### config.mk
export PLATFORM = sky130hd
export DESIGN_NAME = integer_to_ascii_formatter
export DESIGN_NICKNAME = d
export VERILOG_FILES = /design/src/rtl/ifmt_pkg.sv /design/src/rtl/integer_to_ascii_formatter.sv /design/src/rtl/ifmt_digits.sv /design/src/rtl/ifmt_emit.sv
export SDC_FILE = /design/constraint.sdc
export NUM_CORES = 1
export LEC_CHECK = 0
export BUFFER_PORTS_ARGS = -buffer_cell sky130_fd_sc_hd__buf_2
export CAP_MARGIN = 20
export CORE_MARGIN = 5
export CORE_UTILIZATION = 40
export CTS_CLUSTER_DIAMETER = 100
export DETAILED_ROUTE_END_ITERATION = 10
export PLACE_DENSITY = 0.66
export SYNTH_ARGS = -nofsm -noshare
export SYNTH_HDL_FRONTEND = slang
export SYNTH_SLANG_ARGS = --single-unit
### constraint.sdc
create_clock -name clk -period 4.45 [get_ports clk]
set_clock_uncertainty 0.1 [all_clocks]
set_input_delay 0.89 -clock clk [delete_from_list [all_inputs] [get_ports clk]]
set_output_delay 0.89 -clock clk [all_outputs]
set_load 0.05 [all_outputs]
### src/rtl/ifmt_pkg.sv
// ----------------------------------------------------------------------------
// ifmt_pkg
// Shared types, constants and helpers of the integer field formatter.
// ----------------------------------------------------------------------------
package ifmt_pkg;

  // Field geometry
  localparam int VAL_W     = 32;                 // argument width
  localparam int FW_W      = 6;                  // field width port
  localparam int MAX_WIDTH = 32;                 // width saturation point
  localparam int DIG_W     = 4;                  // one digit slot
  localparam int MAX_DIG   = 32;                 // longest digit string (binary)
  localparam int DREG_W    = MAX_DIG * DIG_W;    // digit shift register
  localparam int DEC_DIG   = 10;                 // decimal digits of 32 bits
  localparam int BCD_W     = DEC_DIG * DIG_W;
  localparam int HEX_DIG   = VAL_W / DIG_W;
  localparam int NDIG_W    = $clog2(MAX_DIG + 1);
  localparam int CNT_W     = $clog2(VAL_W);

  // ASCII codes
  localparam logic [7:0] CH_ZERO  = 8'h30;
  localparam logic [7:0] CH_SPACE = 8'h20;
  localparam logic [7:0] CH_MINUS = 8'h2D;
  localparam logic [7:0] CH_UPA   = 8'h41;

  // Field kinds
  typedef enum logic [1:0] {
    KIND_DEC = 2'd0,
    KIND_HEX = 2'd1,
    KIND_BIN = 2'd2,
    KIND_CHR = 2'd3
  } kind_t;

  // Latched request as seen by the character sequencer
  typedef struct packed {
    kind_t           kind;
    logic [7:0]      chr;
    logic            neg;
    logic [FW_W-1:0] fw;
    logic            zpad;
    logic            left;
  } req_t;

  // Status of the digit unit
  typedef struct packed {
    logic              rdy;
    logic [NDIG_W-1:0] ndig;
    logic [DIG_W-1:0]  top;
  } dig_stat_t;

  // Map a digit value to its ASCII character, 0-9 then A-F
  function automatic logic [7:0] digit_ascii(input logic [DIG_W-1:0] d);
    logic [7:0] c;
    if (d < 4'd10) begin
      c = CH_ZERO + {4'b0, d};
    end else begin
      c = CH_UPA + {4'b0, d} - 8'd10;
    end
    return c;
  endfunction

endpackage

### src/rtl/integer_to_ascii_formatter.sv
// ----------------------------------------------------------------------------
// integer_to_ascii_formatter
// Formats one printf-style integer or character field per item and emits
// its ASCII characters, first character first, one per cycle.
// ----------------------------------------------------------------------------
//  Channel  Handshake              Payload
//  in_      start && !busy         req_type, value, field_width, zero_fill,
//                                  flush_left
//  out_     out_valid, one cycle   char_code, last_char
//
//  Steps: the item is registered, then the digit unit runs bit-serial BCD
//  conversion for decimal, then drops leading zero digits (up to 9 decimal,
//  7 hex, 31 binary); then a planning step; then one character per cycle,
//  max(width, text length) characters.
//  Character fields skip the digit unit. busy covers the whole item.
//  Reset is synchronous and clears control state only.
//  The receiver cannot stall: every result shows for exactly one cycle.
// ----------------------------------------------------------------------------
module integer_to_ascii_formatter
  import ifmt_pkg::*;
(
  input  logic             clk,
  input  logic             rst_n,
  input  logic             start,
  output logic             busy,
  input  logic [1:0]       in_req_type,
  input  logic [VAL_W-1:0] in_value,
  input  logic [FW_W-1:0]  in_field_width,
  input  logic             in_zero_fill,
  input  logic             in_flush_left,
  output logic             out_valid,
  output logic [7:0]       out_char_code,
  output logic             out_last_char
);

  logic             load_r;
  kind_t            kind_r;
  logic [VAL_W-1:0] val_r;
  logic [FW_W-1:0]  fw_r;
  logic             zpad_r;
  logic             left_r;
  logic             accept;
  logic             e_busy;
  logic             shift;
  req_t             req;
  dig_stat_t        dig;

  assign accept = start && !busy;
  assign busy   = load_r || e_busy;

  // Latch the item, saturating the field width
  always_ff @(posedge clk) begin
    if (!rst_n) begin
      load_r <= 1'b0;
    end else begin
      load_r <= accept;
    end
    if (accept) begin
      kind_r <= kind_t'(in_req_type);
      val_r  <= in_value;
      fw_r   <= (in_field_width > FW_W'(MAX_WIDTH)) ? FW_W'(MAX_WIDTH) : in_field_width;
      zpad_r <= in_zero_fill;
      left_r <= in_flush_left;
    end
  end

  // Character fields pad with spaces only
  assign req.kind = kind_r;
  assign req.chr  = val_r[7:0];
  assign req.neg  = (kind_r == KIND_DEC) && val_r[VAL_W-1];
  assign req.fw   = fw_r;
  assign req.zpad = zpad_r && (kind_r != KIND_CHR);
  assign req.left = left_r;

  ifmt_digits u_digits (
    .clk   (clk),
    .rst_n (rst_n),
    .load  (load_r),
    .kind  (kind_r),
    .value (val_r),
    .shift (shift),
    .stat  (dig)
  );

  ifmt_emit u_emit (
    .clk           (clk),
    .rst_n         (rst_n),
    .go            (load_r),
    .req           (req),
    .dig           (dig),
    .shift         (shift),
    .busy          (e_busy),
    .out_valid     (out_valid),
    .out_char_code (out_char_code),
    .out_last_char (out_last_char)
  );

  // An accepted item keeps the block busy
  a_accept_busy: assert property (@(posedge clk) disable iff (!rst_n)
    accept |=> busy)
    else $error("busy not raised after accept");

  // The last character is never directly followed by another
  a_last_gap: assert property (@(posedge clk) disable iff (!rst_n)
    out_valid && out_last_char |=> !out_valid)
    else $error("result right after last character");

  // Busy only drops together with the last character of the field
  a_busy_end: assert property (@(posedge clk) disable iff (!rst_n)
    $past(rst_n) && $fell(busy) |-> out_valid && out_last_char)
    else $error("busy dropped without last character");

endmodule

### src/rtl/ifmt_digits.sv
// ----------------------------------------------------------------------------
// ifmt_digits
// Digit unit: bit-serial binary to BCD conversion, leading zero strip and a
// digit shift register that hands out one digit per shift, top first.
// ----------------------------------------------------------------------------
module ifmt_digits
  import ifmt_pkg::*;
(
  input  logic             clk,
  input  logic             rst_n,
  input  logic             load,
  input  kind_t            kind,
  input  logic [VAL_W-1:0] value,
  input  logic             shift,
  output dig_stat_t        stat
);

  typedef enum logic [1:0] {D_IDLE, D_CONV, D_STRIP, D_HOLD} dstate_t;

  dstate_t           state_r, state_nxt;
  logic [DREG_W-1:0] dig_r, dig_nxt;
  logic [VAL_W-1:0]  mag_r, mag_nxt;
  logic [CNT_W-1:0]  cnt_r, cnt_nxt;
  logic [NDIG_W-1:0] ndig_r, ndig_nxt;

  logic [BCD_W-1:0]  bcd_adj;
  logic [DREG_W-1:0] bin_exp;
  logic [DIG_W-1:0]  top_dig;

  assign top_dig = dig_r[DREG_W-1 -: DIG_W];

  // Add three to every BCD digit of five or more before the shift
  always_comb begin
    for (int k = 0; k < DEC_DIG; k++) begin
      if (dig_r[DREG_W-BCD_W+k*DIG_W +: DIG_W] >= 4'd5) begin
        bcd_adj[k*DIG_W +: DIG_W] = dig_r[DREG_W-BCD_W+k*DIG_W +: DIG_W] + 4'd3;
      end else begin
        bcd_adj[k*DIG_W +: DIG_W] = dig_r[DREG_W-BCD_W+k*DIG_W +: DIG_W];
      end
    end
  end

  // Spread the argument bits into one digit slot each
  always_comb begin
    for (int i = 0; i < VAL_W; i++) begin
      bin_exp[DREG_W-1-i*DIG_W -: DIG_W] = {3'b0, value[VAL_W-1-i]};
    end
  end

  // Next state of the digit unit
  always_comb begin
    state_nxt = state_r;
    dig_nxt   = dig_r;
    mag_nxt   = mag_r;
    cnt_nxt   = cnt_r;
    ndig_nxt  = ndig_r;
    if (load) begin
      unique case (kind)
        KIND_DEC: begin
          state_nxt = D_CONV;
          dig_nxt   = '0;
          mag_nxt   = value[VAL_W-1] ? (VAL_W'(0) - value) : value;
          cnt_nxt   = CNT_W'(VAL_W - 1);
          ndig_nxt  = NDIG_W'(DEC_DIG);
        end
        KIND_HEX: begin
          state_nxt = D_STRIP;
          dig_nxt   = {value, (DREG_W-VAL_W)'(0)};
          ndig_nxt  = NDIG_W'(HEX_DIG);
        end
        KIND_BIN: begin
          state_nxt = D_STRIP;
          dig_nxt   = bin_exp;
          ndig_nxt  = NDIG_W'(MAX_DIG);
        end
        default: begin
          state_nxt = D_IDLE;
        end
      endcase
    end else begin
      unique case (state_r)
        D_IDLE: begin
          state_nxt = D_IDLE;
        end
        // shift one magnitude bit into the BCD digits
        D_CONV: begin
          dig_nxt = {bcd_adj[BCD_W-2:0], mag_r[VAL_W-1], (DREG_W-BCD_W)'(0)};
          mag_nxt = {mag_r[VAL_W-2:0], 1'b0};
          cnt_nxt = cnt_r - CNT_W'(1);
          if (cnt_r == '0) begin
            state_nxt = D_STRIP;
          end
        end
        // drop one leading zero digit, keep at least one
        D_STRIP: begin
          if (top_dig == '0 && ndig_r > NDIG_W'(1)) begin
            dig_nxt  = {dig_r[DREG_W-DIG_W-1:0], (DIG_W)'(0)};
            ndig_nxt = ndig_r - NDIG_W'(1);
          end else begin
            state_nxt = D_HOLD;
          end
        end
        // hand out digits on request
        D_HOLD: begin
          if (shift) begin
            dig_nxt = {dig_r[DREG_W-DIG_W-1:0], (DIG_W)'(0)};
          end
        end
        default: begin
          state_nxt = D_IDLE;
        end
      endcase
    end
  end

  // Hold state and digit registers
  always_ff @(posedge clk) begin
    if (!rst_n) begin
      state_r <= D_IDLE;
    end else begin
      state_r <= state_nxt;
    end
    dig_r  <= dig_nxt;
    mag_r  <= mag_nxt;
    cnt_r  <= cnt_nxt;
    ndig_r <= ndig_nxt;
  end

  assign stat.rdy  = (state_r == D_HOLD);
  assign stat.ndig = ndig_r;
  assign stat.top  = top_dig;

endmodule

### src/rtl/ifmt_emit.sv
// ----------------------------------------------------------------------------
// ifmt_emit
// Character sequencer: walks sign and leading padding (in either order), text
// and trailing padding, one character per cycle, into registered result ports.
// ----------------------------------------------------------------------------
module ifmt_emit
  import ifmt_pkg::*;
(
  input  logic       clk,
  input  logic       rst_n,
  input  logic       go,
  input  req_t       req,
  input  dig_stat_t  dig,
  output logic       shift,
  output logic       busy,
  output logic       out_valid,
  output logic [7:0] out_char_code,
  output logic       out_last_char
);

  typedef enum logic [2:0] {
    E_IDLE, E_WAIT, E_SIGN_A, E_PAD, E_SIGN_B, E_TEXT, E_TPAD
  } estate_t;

  estate_t           state_r, state_nxt;
  logic [FW_W-1:0]   pad_cnt_r, pad_cnt_nxt;
  logic [NDIG_W-1:0] txt_cnt_r, txt_cnt_nxt;
  logic              pad_l_r, pad_l_nxt;
  logic              sign_b_r, sign_b_nxt;
  logic              tpad_r, tpad_nxt;
  logic [7:0]        padch_r, padch_nxt;
  logic              valid_r, valid_nxt;
  logic [7:0]        char_r, char_nxt;
  logic              last_r, last_nxt;

  logic              is_chr;
  logic [FW_W-1:0]   len;
  logic [FW_W-1:0]   pad;
  logic [7:0]        text_ch;

  assign is_chr  = (req.kind == KIND_CHR);
  assign text_ch = is_chr ? req.chr : digit_ascii(dig.top);

  // Text length and padding count
  always_comb begin
    if (is_chr) begin
      len = FW_W'(1);
    end else begin
      len = FW_W'(dig.ndig) + FW_W'(req.neg);
    end
    pad = (req.fw > len) ? (req.fw - len) : '0;
  end

  // Sequencer
  always_comb begin
    state_nxt   = state_r;
    pad_cnt_nxt = pad_cnt_r;
    txt_cnt_nxt = txt_cnt_r;
    pad_l_nxt   = pad_l_r;
    sign_b_nxt  = sign_b_r;
    tpad_nxt    = tpad_r;
    padch_nxt   = padch_r;
    valid_nxt   = 1'b0;
    char_nxt    = char_r;
    last_nxt    = 1'b0;
    shift       = 1'b0;
    unique case (state_r)
      E_IDLE: begin
        if (go) begin
          state_nxt = E_WAIT;
        end
      end
      // plan the segments once the digits are ready
      E_WAIT: begin
        if (is_chr || dig.rdy) begin
          pad_cnt_nxt = pad;
          txt_cnt_nxt = is_chr ? NDIG_W'(1) : dig.ndig;
          pad_l_nxt   = !req.left && (pad != '0);
          sign_b_nxt  = req.neg && !req.left && !req.zpad;
          tpad_nxt    = req.left && (pad != '0);
          padch_nxt   = (req.zpad && !req.left) ? CH_ZERO : CH_SPACE;
          if (req.neg && (req.left || req.zpad)) begin
            state_nxt = E_SIGN_A;
          end else if (!req.left && (pad != '0)) begin
            state_nxt = E_PAD;
          end else if (req.neg) begin
            state_nxt = E_SIGN_B;
          end else begin
            state_nxt = E_TEXT;
          end
        end
      end
      // sign ahead of zero padding or left-aligned text
      E_SIGN_A: begin
        valid_nxt = 1'b1;
        char_nxt  = CH_MINUS;
        state_nxt = pad_l_r ? E_PAD : E_TEXT;
      end
      E_PAD: begin
        valid_nxt   = 1'b1;
        char_nxt    = padch_r;
        pad_cnt_nxt = pad_cnt_r - FW_W'(1);
        if (pad_cnt_r == FW_W'(1)) begin
          state_nxt = sign_b_r ? E_SIGN_B : E_TEXT;
        end
      end
      // sign after space padding
      E_SIGN_B: begin
        valid_nxt = 1'b1;
        char_nxt  = CH_MINUS;
        state_nxt = E_TEXT;
      end
      E_TEXT: begin
        valid_nxt   = 1'b1;
        char_nxt    = text_ch;
        shift       = !is_chr;
        txt_cnt_nxt = txt_cnt_r - NDIG_W'(1);
        if (txt_cnt_r == NDIG_W'(1)) begin
          last_nxt  = !tpad_r;
          state_nxt = tpad_r ? E_TPAD : E_IDLE;
        end
      end
      E_TPAD: begin
        valid_nxt   = 1'b1;
        char_nxt    = CH_SPACE;
        pad_cnt_nxt = pad_cnt_r - FW_W'(1);
        if (pad_cnt_r == FW_W'(1)) begin
          last_nxt  = 1'b1;
          state_nxt = E_IDLE;
        end
      end
      default: begin
        state_nxt = E_IDLE;
      end
    endcase
  end

  // Hold state and registered outputs
  always_ff @(posedge clk) begin
    if (!rst_n) begin
      state_r <= E_IDLE;
      valid_r <= 1'b0;
    end else begin
      state_r <= state_nxt;
      valid_r <= valid_nxt;
    end
    pad_cnt_r <= pad_cnt_nxt;
    txt_cnt_r <= txt_cnt_nxt;
    pad_l_r   <= pad_l_nxt;
    sign_b_r  <= sign_b_nxt;
    tpad_r    <= tpad_nxt;
    padch_r   <= padch_nxt;
    char_r    <= char_nxt;
    last_r    <= last_nxt;
  end

  assign busy          = (state_r != E_IDLE);
  assign out_valid     = valid_r;
  assign out_char_code = char_r;
  assign out_last_char = last_r;

  // Number text is only read out once the digit unit holds it
  a_text_ready: assert property (@(posedge clk) disable iff (!rst_n)
    (state_r == E_TEXT) && !is_chr |-> dig.rdy)
    else $error("text read before digits ready");

endmodule

# Word level (Yosys, flattened, before mapping)
# Cells that the tools add are included.
# word_totals
regBits	252
input_bits	45
# classes
add_sub_neg	20
n_lt_le_gt_ge	14
n_eq_ne	26
muxes	59
n_reduce_logical	45
# ops
op	count
128-bit one-hot mux with 3 select lines	2
128-bit 2-to-1 mux	3
32-bit 2-to-1 mux	4
6-bit 2-to-1 mux	8
4-bit by 3-bit >= comparator with 1-bit output, second input constant	10
4-bit by 2-bit adder with 4-bit output, second input constant	9
4-bit 2-to-1 mux	9
8-bit one-hot mux with 4 select lines	1
1-bit by 32-bit subtractor with 32-bit output, first input constant	1
3-bit 2-to-1 mux	10
6-bit one-hot mux with 2 select lines	2
3-bit one-hot mux with 7 select lines	1
5-bit 2-to-1 mux	4
6-bit one-hot mux with 3 select lines	1
6-bit by 1-bit subtractor with 6-bit output, second input constant	3
8-bit 2-to-1 mux	2
6-bit by 1-bit == test with 1-bit output, second input constant	2
4-bit nonzero test	3
1-bit logical AND	10
2-bit by 1-bit != test with 1-bit output, second input constant	5
2-bit nonzero test	5
3-bit == test, second input constant	3
7-bit by 4-bit adder with 8-bit output, first input constant	1
2-bit == test, second input constant	4
other kinds (36)	61

# Depth between registers and ports, before layout
# logic_depth
ltp_word	12
depth_mapped	15
depth_no_buf	15

# Cells and area by module
# From an unflattened synthesis, not the netlist that was laid out.
# hier_totals
hier_cells	955
hier_area_um2	10206.0
# by_module_without_submodules
module	n_inst	cells_each	area_per_inst_um2	seq_area_each_um2
ifmt_digits	1	661	6681.4	3193.1
ifmt_emit	1	240	2167.1	820.8
integer_to_ascii_formatter	1	54	1357.6	1281.2

# Worst setup path after synthesis
# Ideal clock, no wire load.
# synth_timing
kind	register to register
start	reg load_r
end	reg u_digits.cnt_r[0], enable pin
setup_ps	483
arrival_time_ps	3492
required_ps	3867
slack_ps	376
path_stages_with_launch	5
n_path_buf	3
period_less_slack_ps	4074
cell_sequence	dfxtp_1 > clkbuf_1 > clkbuf_1 > clkbuf_1 > o21ai_0
# synth_between
elab_chain_len	2
# synth_lines
element	line	text
start, declared	integer_to_ascii_formatter.sv:36	logic load_r;
start signal, assigned	integer_to_ascii_formatter.sv:56	load_r <= accept;
2-bit by 1-bit != test with 1-bit output (no source line) or 2-bit nonzero test (tied branches)	n/a	
2-bit AND reduction (no source line) *	n/a	
end signal, assigned	ifmt_digits.sv:125	cnt_r <= cnt_nxt;
end, declared	ifmt_digits.sv:23	logic [CNT_W-1:0] cnt_r, cnt_nxt;
# Every way passes the cells marked *; elsewhere a longest branch is shown, timed or not.
# A chain may end at the register's enable or synchronous reset.

# Worst setup path after layout
# layout_timing
start	reg kind_r[0]
end	reg u_emit.state_r[2]
# layout_between
elab_chain_len	12
# layout_lines
element	line	text
start, declared	integer_to_ascii_formatter.sv:37	kind_t kind_r;
start signal, assigned	integer_to_ascii_formatter.sv:59	kind_r <= kind_t'(in_req_type);
2-bit zero test	integer_to_ascii_formatter.sv:70	assign req.neg = (kind_r == KIND_DEC) && val_r[VAL_W-1];
1-bit logical AND	integer_to_ascii_formatter.sv:70	
6-bit by 1-bit adder with 6-bit output	ifmt_emit.sv:49	len = FW_W'(dig.ndig) + FW_W'(req.neg);
6-bit 2-to-1 mux	ifmt_emit.sv:46	if (is_chr) begin
6-bit subtractor or 6-bit > comparator (tied branches)	ifmt_emit.sv:51	pad = (req.fw > len) ? (req.fw - len) : '0;
6-bit 2-to-1 mux	ifmt_emit.sv:51	
6-bit nonzero test	ifmt_emit.sv:84	end else if (!req.left && (pad != '0)) begin
1-bit logical AND	ifmt_emit.sv:84	
3-bit 2-to-1 mux	ifmt_emit.sv:84	
3-bit 2-to-1 mux	ifmt_emit.sv:82	if (req.neg && (req.left || req.zpad)) begin
3-bit 2-to-1 mux	ifmt_emit.sv:75	if (is_chr || dig.rdy) begin
3-bit one-hot mux with 7 select lines	ifmt_emit.sv:67	unique case (state_r)
end signal, assigned	ifmt_emit.sv:144	state_r <= state_nxt;
end, declared	ifmt_emit.sv:25	estate_t state_r, state_nxt;
# Parallel ways exist; a longest one is shown, timed or not. The select of a mux whose other input is x is not followed.

==> impl_metrics.tcl <==
set metrics [dict create \
    required_ns 4.70 \
    crit_slowest_cell "o31ai_1" \
    maxCapViolCount 0 \
    drt_iter0_markers 855 \
    synth.area.top_cells "edfxtp_1, ha_1, a21oi_1" \
    cts_setup_buffers 0 \
    final_cell_mix "edfxtp_1, nor2_1, a21oi_1" \
    grt_max_degree 64 \
    io_pins 56 \
    drive_gt1_share_pct 11.9 \
    reg2reg_from "kind_r[0]" \
    power.density_nw_per_um2 643 \
    grt_antenna_before_repair 1 \
    worstPathMaxFanout 8 \
    cp_num_buf_inv 2 \
    crit_path_start "kind_r[0]" \
    syn_nets 1059 \
    max_freq_mhz 256 \
    avgSynthCellArea_sq_um 10.6 \
    endpoint_kind "register" \
    post-route-min-period_ns 3.91 \
    via_per_inst 5.63 \
    nNetsFinal 1090 \
    insertion_delay_ns 0.44 \
    overflow 0 \
    cts_tree "built" \
    ant_nets 0 \
    slew_violations 0 \
    setup_tns_ns 0 \
    synth_edf_count 171 \
    yosysUniqueCellTypes 60 \
    finalHoldViolations 0 \
    first_pass_iters 5 \
    seq_area_frac_synth_pct 51.6 \
    grt_pass1_wl_mm 38.0 \
    crit_family "compound AO/OA/AOI/OAI gates" \
    syn_area_sq_um 10300 \
    synth-main-ff-cell "edfxtp_1" \
    wl_per_cell_microns 17.7 \
    hpwl_mm 16.0 \
    slowest_delay_ns 0.51 \
    grt_pass1_vias 7138 \
    drc 0 \
    slew_headroom_pct 31.9 \
    run_status "complete, no violations" \
    crit_arrival_ns 4.16 \
    worstMarginPinSlew_ns 1.02 \
    final_common_cell "edfxtp_1" \
    place_congestion 0.833 \
    area_growth_pct 11.4 \
    cts-root-buf "clkbuf_16" \
    hold_start "u_digits.dig_r[72]" \
    cp_cell_sequence "inv_1 -> ha_1 -> and2_1 -> ha_1 -> and3_1 -> nand3_1 -> xnor2_1 -> nand2_1 -> ha_1 -> nor4b_1 -> a2111oi_0 -> o311ai_0 -> o31ai_1 -> inv_1 -> o31ai_1" \
    yosys.area.top_type_share_pct 50.0 \
    yosysTopAreaCell "edfxtp_1" \
    post_cts_resized 0 \
    start_util_pct 40.6 \
    coreArea_sq_um 25300 \
    cts_buffer_depth 2 \
    ys_ff_latch 179 \
    leakage_uw 0.00427 \
    fp.dieH_microns 170 \
    yosys_warnings 0 \
    num_rows 58 \
    synth_cells 966 \
    die_x_microns 170 \
    totalWireLength_mm 23.7 \
    vias 7538 \
    dieArea_sq_um 29000 \
    clock-sinks 179 \
    finalCritPeriodShare_pct 87.8 \
    crit_type "register to register" \
    insertedDiodeCount 0 \
    cp_common_cell "ha_1" \
    rsz0062_at_grt "false" \
    irDropWorstVdd_mv 0.315 \
    setup_viol 0 \
    clk_pin_slew_ns 0.07 \
    io_buffer_count 55 \
    hp-class "register to register" \
    synthArstFlopShare_pct 0 \
    cts-htree-levels 4 \
    crit_path_start_kind "register" \
    grt.total_usage_pct 16.3 \
    whs_ns 0.436 \
    hold_buffers 0 \
    cts_buffers 17 \
]
flip-flops by register name, summed over array words and instances, names as in the netlist, 2 cells and up:
| name | cells |
|---|---|
| u_digits.state_r | 2 |
| val_r | 32 |
| u_emit.pad_cnt_r | 6 |
| u_digits.mag_r | 32 |
| u_digits.ndig_r | 6 |
| u_emit.txt_cnt_r | 6 |
| fw_r | 6 |
| u_emit.out_char_code | 8 |
| u_digits.dig_r | 62 |
| u_emit.state_r | 3 |
| kind_r | 2 |
| u_digits.cnt_r | 5 |
worst reg2reg max path: stages (launching register included):
cell and delay (ns):
edfxtp_1 0.43, inv_1 0.13, ha_1 0.20, and2_1 0.23
ha_1 0.17, and3_1 0.20, nand3_1 0.10, xnor2_1 0.17
nand2_1 0.07, ha_1 0.38, nor4b_1 0.17, a2111oi_0 0.35
o311ai_0 0.27, o31ai_1 0.51, inv_1 0.12, o31ai_1 0.23
kinds of logic (layout without fill, tap and decap cells):
| kind of cell | Yosys count | count (layout) | share of synthesized area, % |
|---|---|---|---|
| adders and majority gates | 48 | 48 | 5.92 |
| muxes | 21 | 21 | 2.05 |
| and+or+nand+nor | 276 | 276 | 13.4 |
| buffers and inverters | 108 | 152 | 4.12 |
| AOI/OAI and AO/OA | 277 | 277 | 18.1 |
| xor gates and xnor gates | 57 | 57 | 4.86 |
| DFF | 179 | 179 | 51.6 |
layer usage:
metal / global-route usage (%) / wire length [microns] / share of wire (%) / up-vias
met2: 24.7 / 10600 / 45 / 209
met4: 4.97 / 408 / 1.7 / 0
met5: 0 / 0 / 0 / -
li1: - / - / - / 3638
met3: 2.60 / 1200 / 5.1 / 31
met1: 24.1 / 11400 / 48 / 3660
worst paths after layout:
path / end / cells past startpoint / slack, ns
setup / recovery: u_emit.state_r[2] / 15 / 0.54
hold reg to reg: u_digits.dig_r[76] / 1 / 0.44
hold / removal: u_digits.dig_r[76] / 1 / 0.44
setup reg to reg: u_emit.state_r[2] / 15 / 0.54
report_power, final:
part           internal [uW]  switching (uW)  total, uW
registers               2650             467       3110
logic                   1090            1590       2690
clock network            891             662       1550
synthesized netlist by cell type, types with 9 or more instances:
library cell and number:
a22o_1 32, xnor2_1 23, nor2b_1 11, o31ai_1 9, mux2i_1 21, nor3_1 20, nand3_1 18, a21oi_1 80
edfxtp_1 171, a31oi_1 14, ha_1 47, xor2_1 34, clkbuf_1 41, nand2_1 68, nor2_1 80, nor3b_1 13
or3_1 9, nand2b_1 15, o21ai_0 69, inv_1 54
cell type report:
class	count	area, sq um
clock inverters	14	178
fillers	2384	13800
clock buffers	18	429
well taps	330	413
inverters	55	206
flip-flops and latches	179	5300
multi-input cells	679	4560
repair buffers	65	348
stage by stage:
step	instances	util [%]	power [uW]	worst slack [ns]	cell area (sq um)
floorplan	966	-	5120	0.376	10300
global placement	1306	42.8	5720	0.766	10800
detailed placement	1306	42.8	5810	0.592	10800
CTS	1338	45.2	7380	0.601	11400
global route	1340	45.3	7850	0.152	11400
finish	1340	45.3	7350	0.543	11400
Note: power is estimated with default switching activity, not from simulation.
